[src/rtl/e2q_pkg.sv]
`timescale 1ns / 1ps
// ----------------------------------------------------------------------------
// e2q_pkg
// Shared constants, types and arithmetic helpers for the Euler angle to
// quaternion converter.
// ----------------------------------------------------------------------------
package e2q_pkg;

    localparam int ANGLE_BITS_DEF    = 16;
    localparam int OUT_FRAC_BITS_DEF = 14;
    localparam int CORDIC_STAGES_DEF = 16;

    localparam int LANES    = 3;
    localparam int INT_FRAC = 30;
    localparam int XY_W     = 34;
    localparam int Z_W      = 34;
    localparam int TRIG_W   = 32;

    localparam logic signed [XY_W-1:0] CORDIC_GAIN = 34'sd652032874;

    typedef struct packed {
        logic signed [XY_W-1:0] x;
        logic signed [XY_W-1:0] y;
        logic signed [Z_W-1:0]  z;
    } cordic_lane_t;

    typedef cordic_lane_t [LANES-1:0] cordic_vec_t;

    // arctangent of 2^-stage, 2^31 equals pi
    function automatic logic signed [Z_W-1:0] atan_step(input int stage);
        logic signed [Z_W-1:0] t;
        begin
            case (stage)
                0:       t = 34'sd536870912;
                1:       t = 34'sd316933406;
                2:       t = 34'sd167458907;
                3:       t = 34'sd85004756;
                4:       t = 34'sd42667331;
                5:       t = 34'sd21354465;
                6:       t = 34'sd10680862;
                7:       t = 34'sd5340245;
                8:       t = 34'sd2670163;
                9:       t = 34'sd1335087;
                10:      t = 34'sd667544;
                11:      t = 34'sd333772;
                12:      t = 34'sd166886;
                13:      t = 34'sd83443;
                14:      t = 34'sd41722;
                15:      t = 34'sd20861;
                16:      t = 34'sd10430;
                17:      t = 34'sd5215;
                18:      t = 34'sd2608;
                19:      t = 34'sd1304;
                20:      t = 34'sd652;
                21:      t = 34'sd326;
                22:      t = 34'sd163;
                23:      t = 34'sd81;
                24:      t = 34'sd41;
                25:      t = 34'sd20;
                26:      t = 34'sd10;
                27:      t = 34'sd5;
                28:      t = 34'sd3;
                29:      t = 34'sd1;
                30:      t = 34'sd1;
                default: t = '0;
            endcase
            return t;
        end
    endfunction

    // Q30 x Q30 -> Q30, floor
    function automatic logic signed [TRIG_W-1:0] mul_q(
        input logic signed [TRIG_W-1:0] a,
        input logic signed [TRIG_W-1:0] b
    );
        logic signed [2*TRIG_W-1:0] p;
        begin
            p = a * b;
            return p[INT_FRAC +: TRIG_W];
        end
    endfunction

endpackage

[src/rtl/e2q_cordic_cell.sv]
`timescale 1ns / 1ps
// ----------------------------------------------------------------------------
// e2q_cordic_cell
// One rotation-mode CORDIC iteration for the three angle lanes, registered,
// with a valid/ready hop to the next cell.
// ----------------------------------------------------------------------------
module e2q_cordic_cell #(
    parameter int STAGE = 0
) (
    input  logic                 clk,
    input  logic                 rst_n,
    input  logic                 in_valid,
    output logic                 in_ready,
    input  e2q_pkg::cordic_vec_t in_lane,
    output logic                 out_valid,
    input  logic                 out_ready,
    output e2q_pkg::cordic_vec_t out_lane
);
    import e2q_pkg::*;

    localparam logic signed [Z_W-1:0] ATAN = atan_step(STAGE);

    logic        valid_reg;
    logic        valid_next;
    cordic_vec_t lane_reg;
    cordic_vec_t lane_next;

    always_comb
    begin
        for (int l = 0; l < LANES; l++)
        begin
            if (!in_lane[l].z[Z_W-1])
            begin
                lane_next[l].x = in_lane[l].x - (in_lane[l].y >>> STAGE);
                lane_next[l].y = in_lane[l].y + (in_lane[l].x >>> STAGE);
                lane_next[l].z = in_lane[l].z - ATAN;
            end
            else
            begin
                lane_next[l].x = in_lane[l].x + (in_lane[l].y >>> STAGE);
                lane_next[l].y = in_lane[l].y - (in_lane[l].x >>> STAGE);
                lane_next[l].z = in_lane[l].z + ATAN;
            end
        end
    end

    assign in_ready   = !valid_reg || out_ready;
    assign valid_next = in_ready ? in_valid : valid_reg;

    always_ff @(posedge clk or negedge rst_n)
    begin
        if (!rst_n)
            valid_reg <= 1'b0;
        else
            valid_reg <= valid_next;
    end

    always_ff @(posedge clk)
    begin
        if (in_valid && in_ready)
            lane_reg <= lane_next;
    end

    assign out_valid = valid_reg;
    assign out_lane  = lane_reg;

endmodule

[config.mk]
export PLATFORM = sky130hd
export DESIGN_NAME = e2q_cordic_cell
export DESIGN_NICKNAME = d
export VERILOG_FILES = /design/src/rtl/e2q_pkg.sv /design/src/rtl/e2q_cordic_cell.sv
export SDC_FILE = /design/constraint.sdc
export NUM_CORES = 1
export LEC_CHECK = 0
export ABC_AREA = 0
export BUFFER_PORTS_ARGS = -buffer_cell sky130_fd_sc_hd__buf_2
export CAP_MARGIN = 20
export CELL_PAD_IN_SITES_DETAIL_PLACEMENT = 0
export CELL_PAD_IN_SITES_GLOBAL_PLACEMENT = 2
export CORE_MARGIN = 3
export CORE_UTILIZATION = 30
export CTS_BUF_LIST = sky130_fd_sc_hd__clkbuf_8
export CTS_CLUSTER_DIAMETER = 40
export CTS_CLUSTER_SIZE = 16
export DETAILED_ROUTE_END_ITERATION = 6
export GPL_TIMING_DRIVEN = 0
export PLACE_DENSITY_LB_ADDON = 0.15
export SLEW_MARGIN = 20
export SYNTH_ARGS = -nofsm -noshare
export SYNTH_HDL_FRONTEND = slang
export SYNTH_SLANG_ARGS = --single-unit
[constraint.sdc]
create_clock -name clk -period 7.5 [get_ports clk]
set_input_delay 0.75 -clock clk [delete_from_list [all_inputs] [get_ports clk]]
set_output_delay 0.75 -clock clk [all_outputs]
set_load 0.05 [all_outputs]
Word-level counts from Yosys, hierarchy flattened
Index checks and enable logic that the tools add are counted.
{ "word_totals": {"mem_bits_ro": 0, "word_cells": 31, "n_memories": 0, "out_inout_bits": 308, "latch_bits": 0, "ram_bits": 0, "in_bits": 310, "regBits": 307} }
{ "op_classes": {"shifts": 0, "order_cmp": 0, "reduce_logical": 3, "addsub": 15, "n_div": 0, "n_eq_ne": 0, "n_bitwise": 0, "muxes": 3, "multipliers": 0} }
{ "op_table": {"columns": ["op", "n"], "rows": [
  ["$mux 102", 3],
  ["$sub 34x34->34", 6],
  ["$add 34x31->34 const B", 3],
  ["$add 34x34->34", 3],
  ["$sub 34x31->34 const B", 3],
  ["$logic_and 1x1->1", 1],
  ["$logic_not 1->1", 1],
  ["$logic_or 1x1->1", 1]
]} }

Depth between registers and ports, before layout
Gate-level depths: netlist of run 1.
{ "logic_depth": {"depth_word": 3, "ltp_mapped": 14, "depth_no_buf": 13} }

Least setup slack after synthesis of run 1
No wires, ideal clock.
{ "synth_path": {"path_kind": "input -> register", "from": "input out_ready", "to": "register lane_reg (netlist bit out_lane[0]) (enable)", "path_buffers": 0, "setup_time_ns": 0.702, "path_stages": 2, "required_time_ns": 6.798, "slack_ns": -1.339, "t_arrival_ns": 8.137, "path_cell_list": "nand2b_1 > and2_1"} }
{ "synth_between": {"elab_chain_cells": 2} }
{ "synth_rtl": {"columns": ["item", "line", "rtl"], "rows": [
  ["start, declared", "e2q_cordic_cell.sv:16", "input logic out_ready,"],
  ["$logic_or 1x1->1", "e2q_cordic_cell.sv:47", "assign in_ready = !valid_reg || out_ready;"],
  ["$logic_and 1x1->1", "e2q_cordic_cell.sv:60", "if (in_valid && in_ready)"],
  ["end signal, assigned", "e2q_cordic_cell.sv:61", "lane_reg <= lane_next;"],
  ["end, declared", "e2q_cordic_cell.sv:25", "cordic_vec_t lane_reg;"]
]} }
Every way passes these cells.
A chain may end at the register's enable or synchronous reset.

==> results of run 1 <==
==> synthesized netlist by cell type, types with 49 or more instances <==
library cell,n
xnor2_1,166
mux2i_1,49
clkbuf_1,93
edfxtp_1,303
o21bai_1,60
nor3_1,62
a21oi_1,365
nor2_1,243
o21ai_0,192
ha_1,306
nand2_1,126
inv_1,307
a21o_1,59
==> layout make-up <==
type	count	share of cell area
multi-input combinational	2196	0.478
sequential	304	0.281
timing repair buffer	621	0.0992
tap	1155	0.0445
inverter	321	0.0371
clock buffer	60	0.0254
clock inverter	53	0.0173
buffer	138	0.0172
antenna	11	0.000847
==> timing repair <==
| action | in CTS | in global routing |
|---|---|---|
| setup endpoints to repair | 0 | 0 |
| buffers inserted | 0 | 0 |
| hold buffers | 1 | 0 |
| endpoints found under the hold margin | 1 | 0 |
==> flip-flops by register name (all words and copies together), names as in the netlist <==
signal and flops:
out_lane 303, out_valid 1
==> worst max-delay path, cell delays in order <==
cell      delay, ns
buf_2          0.11
ha_1           0.22
fa_1           0.48
nor2b_1        0.21
o211ai_1       0.26
a31oi_1        0.23
o21ai_1        0.27
a21oi_1        0.25
a211oi_1       0.88
o21ai_0        0.25
and2_1         0.27
a221oi_1       0.33
xor2_1         0.28
==> per-stage QoR <==
stage	cells	hold slack (ns)	instance area, um2
after global placement	4729	0.509	30900
after floorplan	2959	0.454	26400
final	4859	0.194	32500
after global routing	4853	0.123	32500
after CTS	4848	0.109	32500
after detailed placement	4734	0.527	31100
==> layer usage <==
layer	vias up	wire [um]	track usage
met5	-	47	0
met4	6	3810	0.0791
met3	211	7940	0.0439
met2	1009	53100	0.388
met1	12400	52500	0.334
li1	12000	-	-
==> where the power goes <==
group          switching, uW  internal (uW)  leakage, uW
combinational           1870            745       0.0106
sequential              49.3           2120      0.00290
clock                    970            975     0.000702
total                   2890           3840       0.0142
==> cell usage in the layout (no fill, tap or decap), drive strengths merged, types with 12 or more instances in the layout <==
master   instances
o21a            26
o31ai           28
nor3            62
nand3           36
nor4            22
mux2i           49
a211oi          34
nand4           35
a31oi           18
a21o            59
ha             306
o21bai          61
nand2          126
fa              12
inv            331
o21ai          198
xor2            35
a21oi          366
a221oi          15
and3            12
xnor2          166
nor2           243
o211ai          33
or3             25
buf            665
clkinv          33
a2111oi         13
clkbuf         153
edfxtp         303
nor2b           31
nand2b          28
==> final timing paths <==
check | to | slack (ns) | depth (start not counted)
setup / recovery | out_lane[270] | 3.23 | 13
hold / removal | out_lane[128] | 0.19 | 1
setup reg to reg | out_lane[53] | 5.31 | 4
hold reg to reg | out_valid | 0.55 | 2
max in group asynchronous | out_valid | 6.99 | 2
min in group asynchronous | out_valid | 0.42 | 2
==> cell families (layout without fill, tap and decap cells) <==
kind of cell               count (synthesis)  in the layout
AOI/OAI and AO/OA                        961            961
other                                      0             11
and+or+nand+nor                          665            665
adders and majority gates                318            318
xor gates and xnor gates                 201            201
buffers and inverters                    459           1193
muxes                                     51             51
DFF                                      304            304
==> run_summary.xml, run 1 <==
<?xml version="1.0" encoding="UTF-8"?>
<metrics>
  <group name="detailed_routing">
    <metric name="first_pass_iters" unit="">7</metric>
    <metric name="detail_route_antenna_nets" unit="">0</metric>
    <metric name="route.vias.total" unit="">25600</metric>
    <metric name="via_per_inst" unit="">5.28</metric>
    <metric name="drt_iter0_drc" unit="">1988</metric>
    <metric name="drc" unit="">0</metric>
    <metric name="total_wire_length" unit="mm">117</metric>
    <metric name="wl_per_cell" unit="um">24.2</metric>
  </group>
  <group name="run_status">
    <metric name="outcome" unit="">complete, no violations</metric>
  </group>
  <group name="setup_path">
    <metric name="cp.arrival" unit="ns">4.79</metric>
    <metric name="crit_start" unit="">in_lane[238]</metric>
    <metric name="worst_setup_path_class" unit="">in -&gt; reg</metric>
    <metric name="critical_path_maximum_fanout" unit="">5</metric>
    <metric name="timing.critical_path.from_type" unit="">primary input</metric>
    <metric name="cp.required" unit="ns">8.02</metric>
    <metric name="worstSetupEndpointType" unit="">flip-flop</metric>
    <metric name="crit-reg2reg-launch" unit="">out_valid</metric>
  </group>
  <group name="sta">
    <metric name="final_slew_viol_count" unit="">0</metric>
    <metric name="max_clock_freq" unit="MHz">234</metric>
    <metric name="finClkSkew" unit="ns">0.0257</metric>
    <metric name="worst_slack" unit="ns">3.23</metric>
    <metric name="period_needed" unit="ns">4.27</metric>
    <metric name="hold_viol_final" unit="">0</metric>
    <metric name="fin_tns_setup" unit="ns">0</metric>
    <metric name="setup_repair_after_global_routing_missed_its_margin" unit="">false</metric>
    <metric name="worst_slew_margin_rel" unit="">0.222</metric>
    <metric name="final_cycle_share" unit="">0.570</metric>
    <metric name="tightestPinTransition" unit="ns">1.15</metric>
    <metric name="final-setup-viol-count" unit="">0</metric>
  </group>
  <group name="cells_and_area">
    <metric name="final_core_utilization" unit="">0.374</metric>
    <metric name="multi_input_comb_area" unit="mm2">0.0155</metric>
    <metric name="post_route_cells_drive_above_1_share" unit="">0.213</metric>
    <metric name="layout-area-overhead-vs-synth" unit="%">23.1</metric>
    <metric name="register_area" unit="mm2">0.00912</metric>
    <metric name="nNetsFinal" unit="">4270</metric>
    <metric name="layout.filler_cells" unit="">9073</metric>
  </group>
  <group name="power">
    <metric name="power.ir.vdd_worst" unit="uV">121</metric>
    <metric name="power.total" unit="uW">6730</metric>
    <metric name="power-per-cell-area" unit="mW/mm2">207</metric>
    <metric name="leakagePower" unit="uW">0.0142</metric>
  </group>
  <group name="synth">
    <metric name="dominantRegCellSynth" unit="">edfxtp_1</metric>
    <metric name="cell_taking_the_most_area_after_synthesis" unit="">edfxtp_1</metric>
    <metric name="postSynthNetCount" unit="">3587</metric>
    <metric name="synthDistinctLibCells" unit="">84</metric>
    <metric name="synth_warnings" unit="">0</metric>
    <metric name="synth.top_cell.area_share" unit="">0.345</metric>
    <metric name="synth-async-reset-ratio" unit="">0.00329</metric>
    <metric name="post_synthesis_cells" unit="">2959</metric>
    <metric name="synth.area.mux_share" unit="">0.0194</metric>
    <metric name="synth-xor-area-share" unit="">0.0667</metric>
    <metric name="netlist_area" unit="mm2">0.0264</metric>
    <metric name="syn-mean-instance-area" unit="um2">8.92</metric>
    <metric name="synth-seq-cells" unit="">304</metric>
    <metric name="synth-edff-count" unit="">303</metric>
    <metric name="dominant_combinational_cell_family_by_area_after_synthesis" unit="">compound AO/OA/AOI/OAI gates</metric>
    <metric name="yosys.area_share.simple" unit="">0.119</metric>
    <metric name="netlist_top_cells_area" unit="">edfxtp_1 34%, ha_1 14%, a21oi_1 6.9%</metric>
    <metric name="yosys.area_share.adder" unit="">0.154</metric>
    <metric name="yosysSeqAreaShare" unit="">0.346</metric>
    <metric name="post_synthesis_compound_gate_area_fraction" unit="">0.228</metric>
  </group>
  <group name="global_route">
    <metric name="grt_pass1_vias" unit="">25600</metric>
    <metric name="grt_usage" unit="">0.244</metric>
    <metric name="global_route_total_overflow" unit="">0</metric>
    <metric name="grt_antenna_before_repair" unit="">23</metric>
    <metric name="grt_first_pass_wirelength" unit="mm">168</metric>
    <metric name="grt_start_max_net_pins" unit="">58</metric>
  </group>
  <group name="clock_tree">
    <metric name="postCtsResizedCells" unit="">0</metric>
    <metric name="clock_sinks" unit="">304</metric>
    <metric name="clock_tree.htree_level_count" unit="">2</metric>
    <metric name="cts_tree" unit="">built</metric>
    <metric name="maximum_clock_insertion_buffer_count" unit="">3</metric>
    <metric name="clk-insertion-delay-late" unit="ns">0.73</metric>
    <metric name="root_buffer" unit="">clkbuf_8</metric>
    <metric name="clkSlewWorstSetupHoldPaths" unit="ns">0.09</metric>
    <metric name="cts_buffers" unit="">60</metric>
  </group>
  <group name="place">
    <metric name="gp_congestion" unit="">0.919</metric>
    <metric name="port_buffers" unit="">615</metric>
    <metric name="dp_worst_setup_slack" unit="ns">2.54</metric>
    <metric name="detailed_place_hpwl" unit="mm">96.1</metric>
  </group>
  <group name="floorplanning">
    <metric name="io-pin-count" unit="">618</metric>
    <metric name="die_y" unit="um">303</metric>
    <metric name="die-area" unit="mm2">0.0916</metric>
    <metric name="placeableCoreArea" unit="mm2">0.0870</metric>
    <metric name="floorplan.initialDensity" unit="">0.303</metric>
    <metric name="die_x" unit="um">303</metric>
    <metric name="num_rows" unit="">108</metric>
  </group>
  <group name="run">
    <metric name="timing.max_cap.violations" unit="">0</metric>
  </group>
  <group name="min_path">
    <metric name="hold_class" unit="">in -&gt; reg</metric>
    <metric name="timing.hold.worst.start" unit="">in_lane[128]</metric>
  </group>
</metrics>
Power figures use the tool's default switching activity.
==> inputs of run 2 (changes only) <==
ABC_AREA = 1   (was 0)
CORE_UTILIZATION = 28   (was 30)
clock period = 3.7 ns   (was 7.5 ns; I/O delays follow)
==> run_summary.xml, run 2 <==
<?xml version="1.0" encoding="UTF-8"?>
<metrics>
  <group name="power">
    <metric name="switching_component_of_the_power" unit="uW">6330</metric>
    <metric name="p_int" unit="uW">8100</metric>
    <metric name="swShare" unit="">0.439</metric>
    <metric name="p_clk_frac" unit="">0.279</metric>
    <metric name="power.ir.vdd_worst" unit="uV">310</metric>
    <metric name="comb_power_share" unit="">0.424</metric>
    <metric name="power.sequential.fraction" unit="">0.297</metric>
    <metric name="power-per-cell-area" unit="mW/mm2">366</metric>
    <metric name="leakagePower" unit="uW">0.0197</metric>
  </group>
  <group name="run">
    <metric name="timing.max_cap.violations" unit="">0</metric>
  </group>
  <group name="floorplanning">
    <metric name="die_x" unit="um">341</metric>
    <metric name="placeableCoreArea" unit="mm2">0.111</metric>
    <metric name="num_rows" unit="">122</metric>
    <metric name="die-area" unit="mm2">0.117</metric>
    <metric name="io-pin-count" unit="">618</metric>
    <metric name="floorplan.initialDensity" unit="">0.284</metric>
    <metric name="die_y" unit="um">341</metric>
  </group>
  <group name="cells_and_area">
    <metric name="largest_register_ff_count" unit="">303</metric>
    <metric name="post_layout_nonfiller_instances" unit="">7057</metric>
    <metric name="post_route_cells_drive_above_1_share" unit="">0.166</metric>
    <metric name="most_common_cell_after_layout_fill_and_taps_aside" unit="">nand2_1</metric>
    <metric name="fin_area" unit="mm2">0.0394</metric>
    <metric name="nNetsFinal" unit="">6138</metric>
    <metric name="final_cell_mix" unit="">1355 x nand2_1, 714 x inv_1, 650 x buf_2</metric>
    <metric name="layout-area-overhead-vs-synth" unit="%">25.0</metric>
  </group>
  <group name="sta">
    <metric name="final_cycle_share" unit="">0.717</metric>
    <metric name="tightestPinTransition" unit="ns">1.09</metric>
    <metric name="final-setup-viol-count" unit="">0</metric>
    <metric name="final_slew_viol_count" unit="">0</metric>
    <metric name="period_needed" unit="ns">2.65</metric>
    <metric name="worst_slew_margin_rel" unit="">0.274</metric>
    <metric name="hold_viol_final" unit="">0</metric>
    <metric name="finClkSkew" unit="ns">0.0540</metric>
    <metric name="max_clock_freq" unit="MHz">377</metric>
    <metric name="setup_repair_after_global_routing_missed_its_margin" unit="">false</metric>
  </group>
  <group name="setup_path">
    <metric name="timing.critical_path.from_type" unit="">primary input</metric>
    <metric name="critical_path_maximum_fanout" unit="">5</metric>
    <metric name="worst_setup_path_class" unit="">in -&gt; reg</metric>
    <metric name="cp.required" unit="ns">4.08</metric>
    <metric name="reg2reg_slack" unit="ns">1.43</metric>
    <metric name="worstSetupEndpointType" unit="">flip-flop</metric>
    <metric name="cp.arrival" unit="ns">3.04</metric>
  </group>
  <group name="synth">
    <metric name="synth-edff-count" unit="">303</metric>
    <metric name="synth_warnings" unit="">0</metric>
    <metric name="netlist_area" unit="mm2">0.0315</metric>
    <metric name="cell_taking_the_most_area_after_synthesis" unit="">edfxtp_1</metric>
    <metric name="synth-async-reset-ratio" unit="">0.00329</metric>
    <metric name="synth.top_cell.area_share" unit="">0.289</metric>
    <metric name="syn-mean-instance-area" unit="um2">6.68</metric>
    <metric name="synthDistinctLibCells" unit="">47</metric>
    <metric name="yosysSeqAreaShare" unit="">0.290</metric>
    <metric name="netlist_top_cells_count" unit="">1355 x nand2_1, 709 x inv_1, 489 x nand3_1, 393 x nor2_1, 353 x a21oi_1</metric>
    <metric name="postSynthNetCount" unit="">5344</metric>
    <metric name="synth-seq-cells" unit="">304</metric>
    <metric name="netlist_top_cells_area" unit="">edfxtp_1 29%, nand2_1 16%, ha_1 12%</metric>
    <metric name="dominantRegCellSynth" unit="">edfxtp_1</metric>
    <metric name="post_synthesis_cells" unit="">4716</metric>
    <metric name="yosysMostFrequentCell" unit="">nand2_1</metric>
  </group>
  <group name="clock_tree">
    <metric name="maximum_clock_insertion_buffer_count" unit="">3</metric>
    <metric name="clock_sinks" unit="">304</metric>
    <metric name="root_buffer" unit="">clkbuf_8</metric>
    <metric name="clk-insertion-delay-late" unit="ns">0.76</metric>
    <metric name="clkSlewWorstSetupHoldPaths" unit="ns">0.07</metric>
    <metric name="cts_buffers" unit="">56</metric>
    <metric name="cts_tree" unit="">built</metric>
    <metric name="clock_tree.htree_level_count" unit="">2</metric>
  </group>
  <group name="place">
    <metric name="gp_congestion" unit="">0.912</metric>
    <metric name="standard_cell_area_after_detailed_placement" unit="mm2">0.0369</metric>
    <metric name="port_buffers" unit="">614</metric>
    <metric name="dp_cells" unit="">6835</metric>
    <metric name="detailed_place_hpwl" unit="mm">128</metric>
  </group>
  <group name="detailed_routing">
    <metric name="total_wire_length" unit="mm">150</metric>
    <metric name="drc" unit="">0</metric>
    <metric name="via_per_inst" unit="">4.81</metric>
    <metric name="drt_iter0_drc" unit="">2236</metric>
    <metric name="first_pass_iters" unit="">6</metric>
    <metric name="route.vias.total" unit="">34000</metric>
    <metric name="wl_per_cell" unit="um">21.3</metric>
    <metric name="detail_route_antenna_nets" unit="">0</metric>
  </group>
  <group name="global_route">
    <metric name="use_met3" unit="">0.0350</metric>
    <metric name="grt_busiest_layer" unit="">met2</metric>
    <metric name="grt_pass1_vias" unit="">33300</metric>
    <metric name="grtUsageMet2" unit="">0.421</metric>
    <metric name="grt_start_max_net_pins" unit="">26</metric>
    <metric name="global_route_total_overflow" unit="">0</metric>
    <metric name="grt_usage" unit="">0.248</metric>
    <metric name="grt_util_met1" unit="">0.335</metric>
    <metric name="grt_antenna_before_repair" unit="">18</metric>
    <metric name="grt_first_pass_wirelength" unit="mm">216</metric>
  </group>
  <group name="min_path">
    <metric name="hold_class" unit="">in -&gt; reg</metric>
  </group>
  <group name="run_status">
    <metric name="outcome" unit="">complete, no violations</metric>
  </group>
</metrics>
[run 2: layer usage]
| layer | vias up | share of wire | wire length, um |
|---|---|---|---|
| li1 | 16900 | - | - |
| met1 | 15900 | 0.46 | 68800 |
| met2 | 991 | 0.47 | 70100 |
| met3 | 162 | 0.055 | 8190 |
| met4 | 6 | 0.020 | 3080 |
| met5 | - | 0.00027 | 41 |
[run 2: metrics by stage]
| stage | hold slack (ns) | setup WS, ns | util | total power [uW] | setup TNS (ns) |
|---|---|---|---|---|---|
| final | 0.114 | 1.05 | 0.354 | 14400 | 0 |
| after global routing | 0.0911 | 0.913 | 0.354 | 15300 | 0 |
| after CTS | 0.0174 | 1.09 | 0.354 | 14600 | 0 |
| after detailed placement | 0.146 | 0.540 | 0.332 | 10300 | 0 |
| after global placement | 0.146 | -4.85 | 0.328 | 10300 | -1440.74 |
| after floorplan | 0.0744 | -2.27 | - | 8250 | -688.00 |
[run 2: power by group through the flow]
| stage | registers (uW) | logic, uW | clock network (uW) |
|---|---|---|---|
| after floorplan | 5410 | 2840 | 0 |
| after global placement | 4410 | 5930 | 0 |
| after detailed placement | 4360 | 5990 | 0 |
| after CTS | 4290 | 6110 | 4200 |
| after global routing | 4310 | 6640 | 4320 |
| final | 4290 | 6120 | 4030 |
[run 2: final cells by class]
class                   count  area (um2)
plain buffers             137         840
inverters                 729        2740
flip-flops and latches    304        9130
diodes                     12        30.0
clock inverters            45         558
well taps                1488        1860
fillers                 12500       71800
clock buffers              60         826
repair buffers            736        4580
multi-input cells        3546       18800
[run 2: path summary, 6_finish.rpt]
check	start	to	depth (start not counted)
worst max-delay path	in_lane[170]	out_lane[152]	14
worst min-delay path	in_lane[133]	out_lane[133]	3
worst max register to register	out_valid	out_lane[302]	8
worst min register to register	out_valid	out_lane[289]	2
max in group asynchronous	rst_n	out_valid	3
min in group asynchronous	rst_n	out_valid	3
[run 2: cell families (layout without fill, tap and decap cells)]
logic type                 count (synthesis)  count (layout)  synth area share
AOI/OAI and AO/OA                        738             738             0.124
xor gates and xnor gates                  79              79            0.0220
adders and majority gates                318             318             0.129
buffers and inverters                    866            1707             0.113
DFF                                      304             304             0.290
muxes                                      1               1          0.000318
other                                      0              12                 0
and+or+nand+nor                         2410            2410             0.321
[run 2: what timing repair did]
| action | in CTS | in global routing |
|---|---|---|
| buffers inserted | 0 | 0 |
| hold endpoints to repair | 101 | 0 |
| resized for setup | 0 | 0 |
| hold buffers | 105 | 0 |
[run 2: worst max-delay path, cell delays in order]
cell and delay [ns]:
dlygate4sd3_1 0.55, buf_2 0.15, ha_1 0.28, fa_1 0.46
nand2_1 0.09, nand2_1 0.08, and2_4 0.18, nand3_1 0.07
nand2_1 0.10, nand2_1 0.09, nand2_1 0.16, nor2_1 0.15
nand3b_1 0.13, o21ai_1 0.18
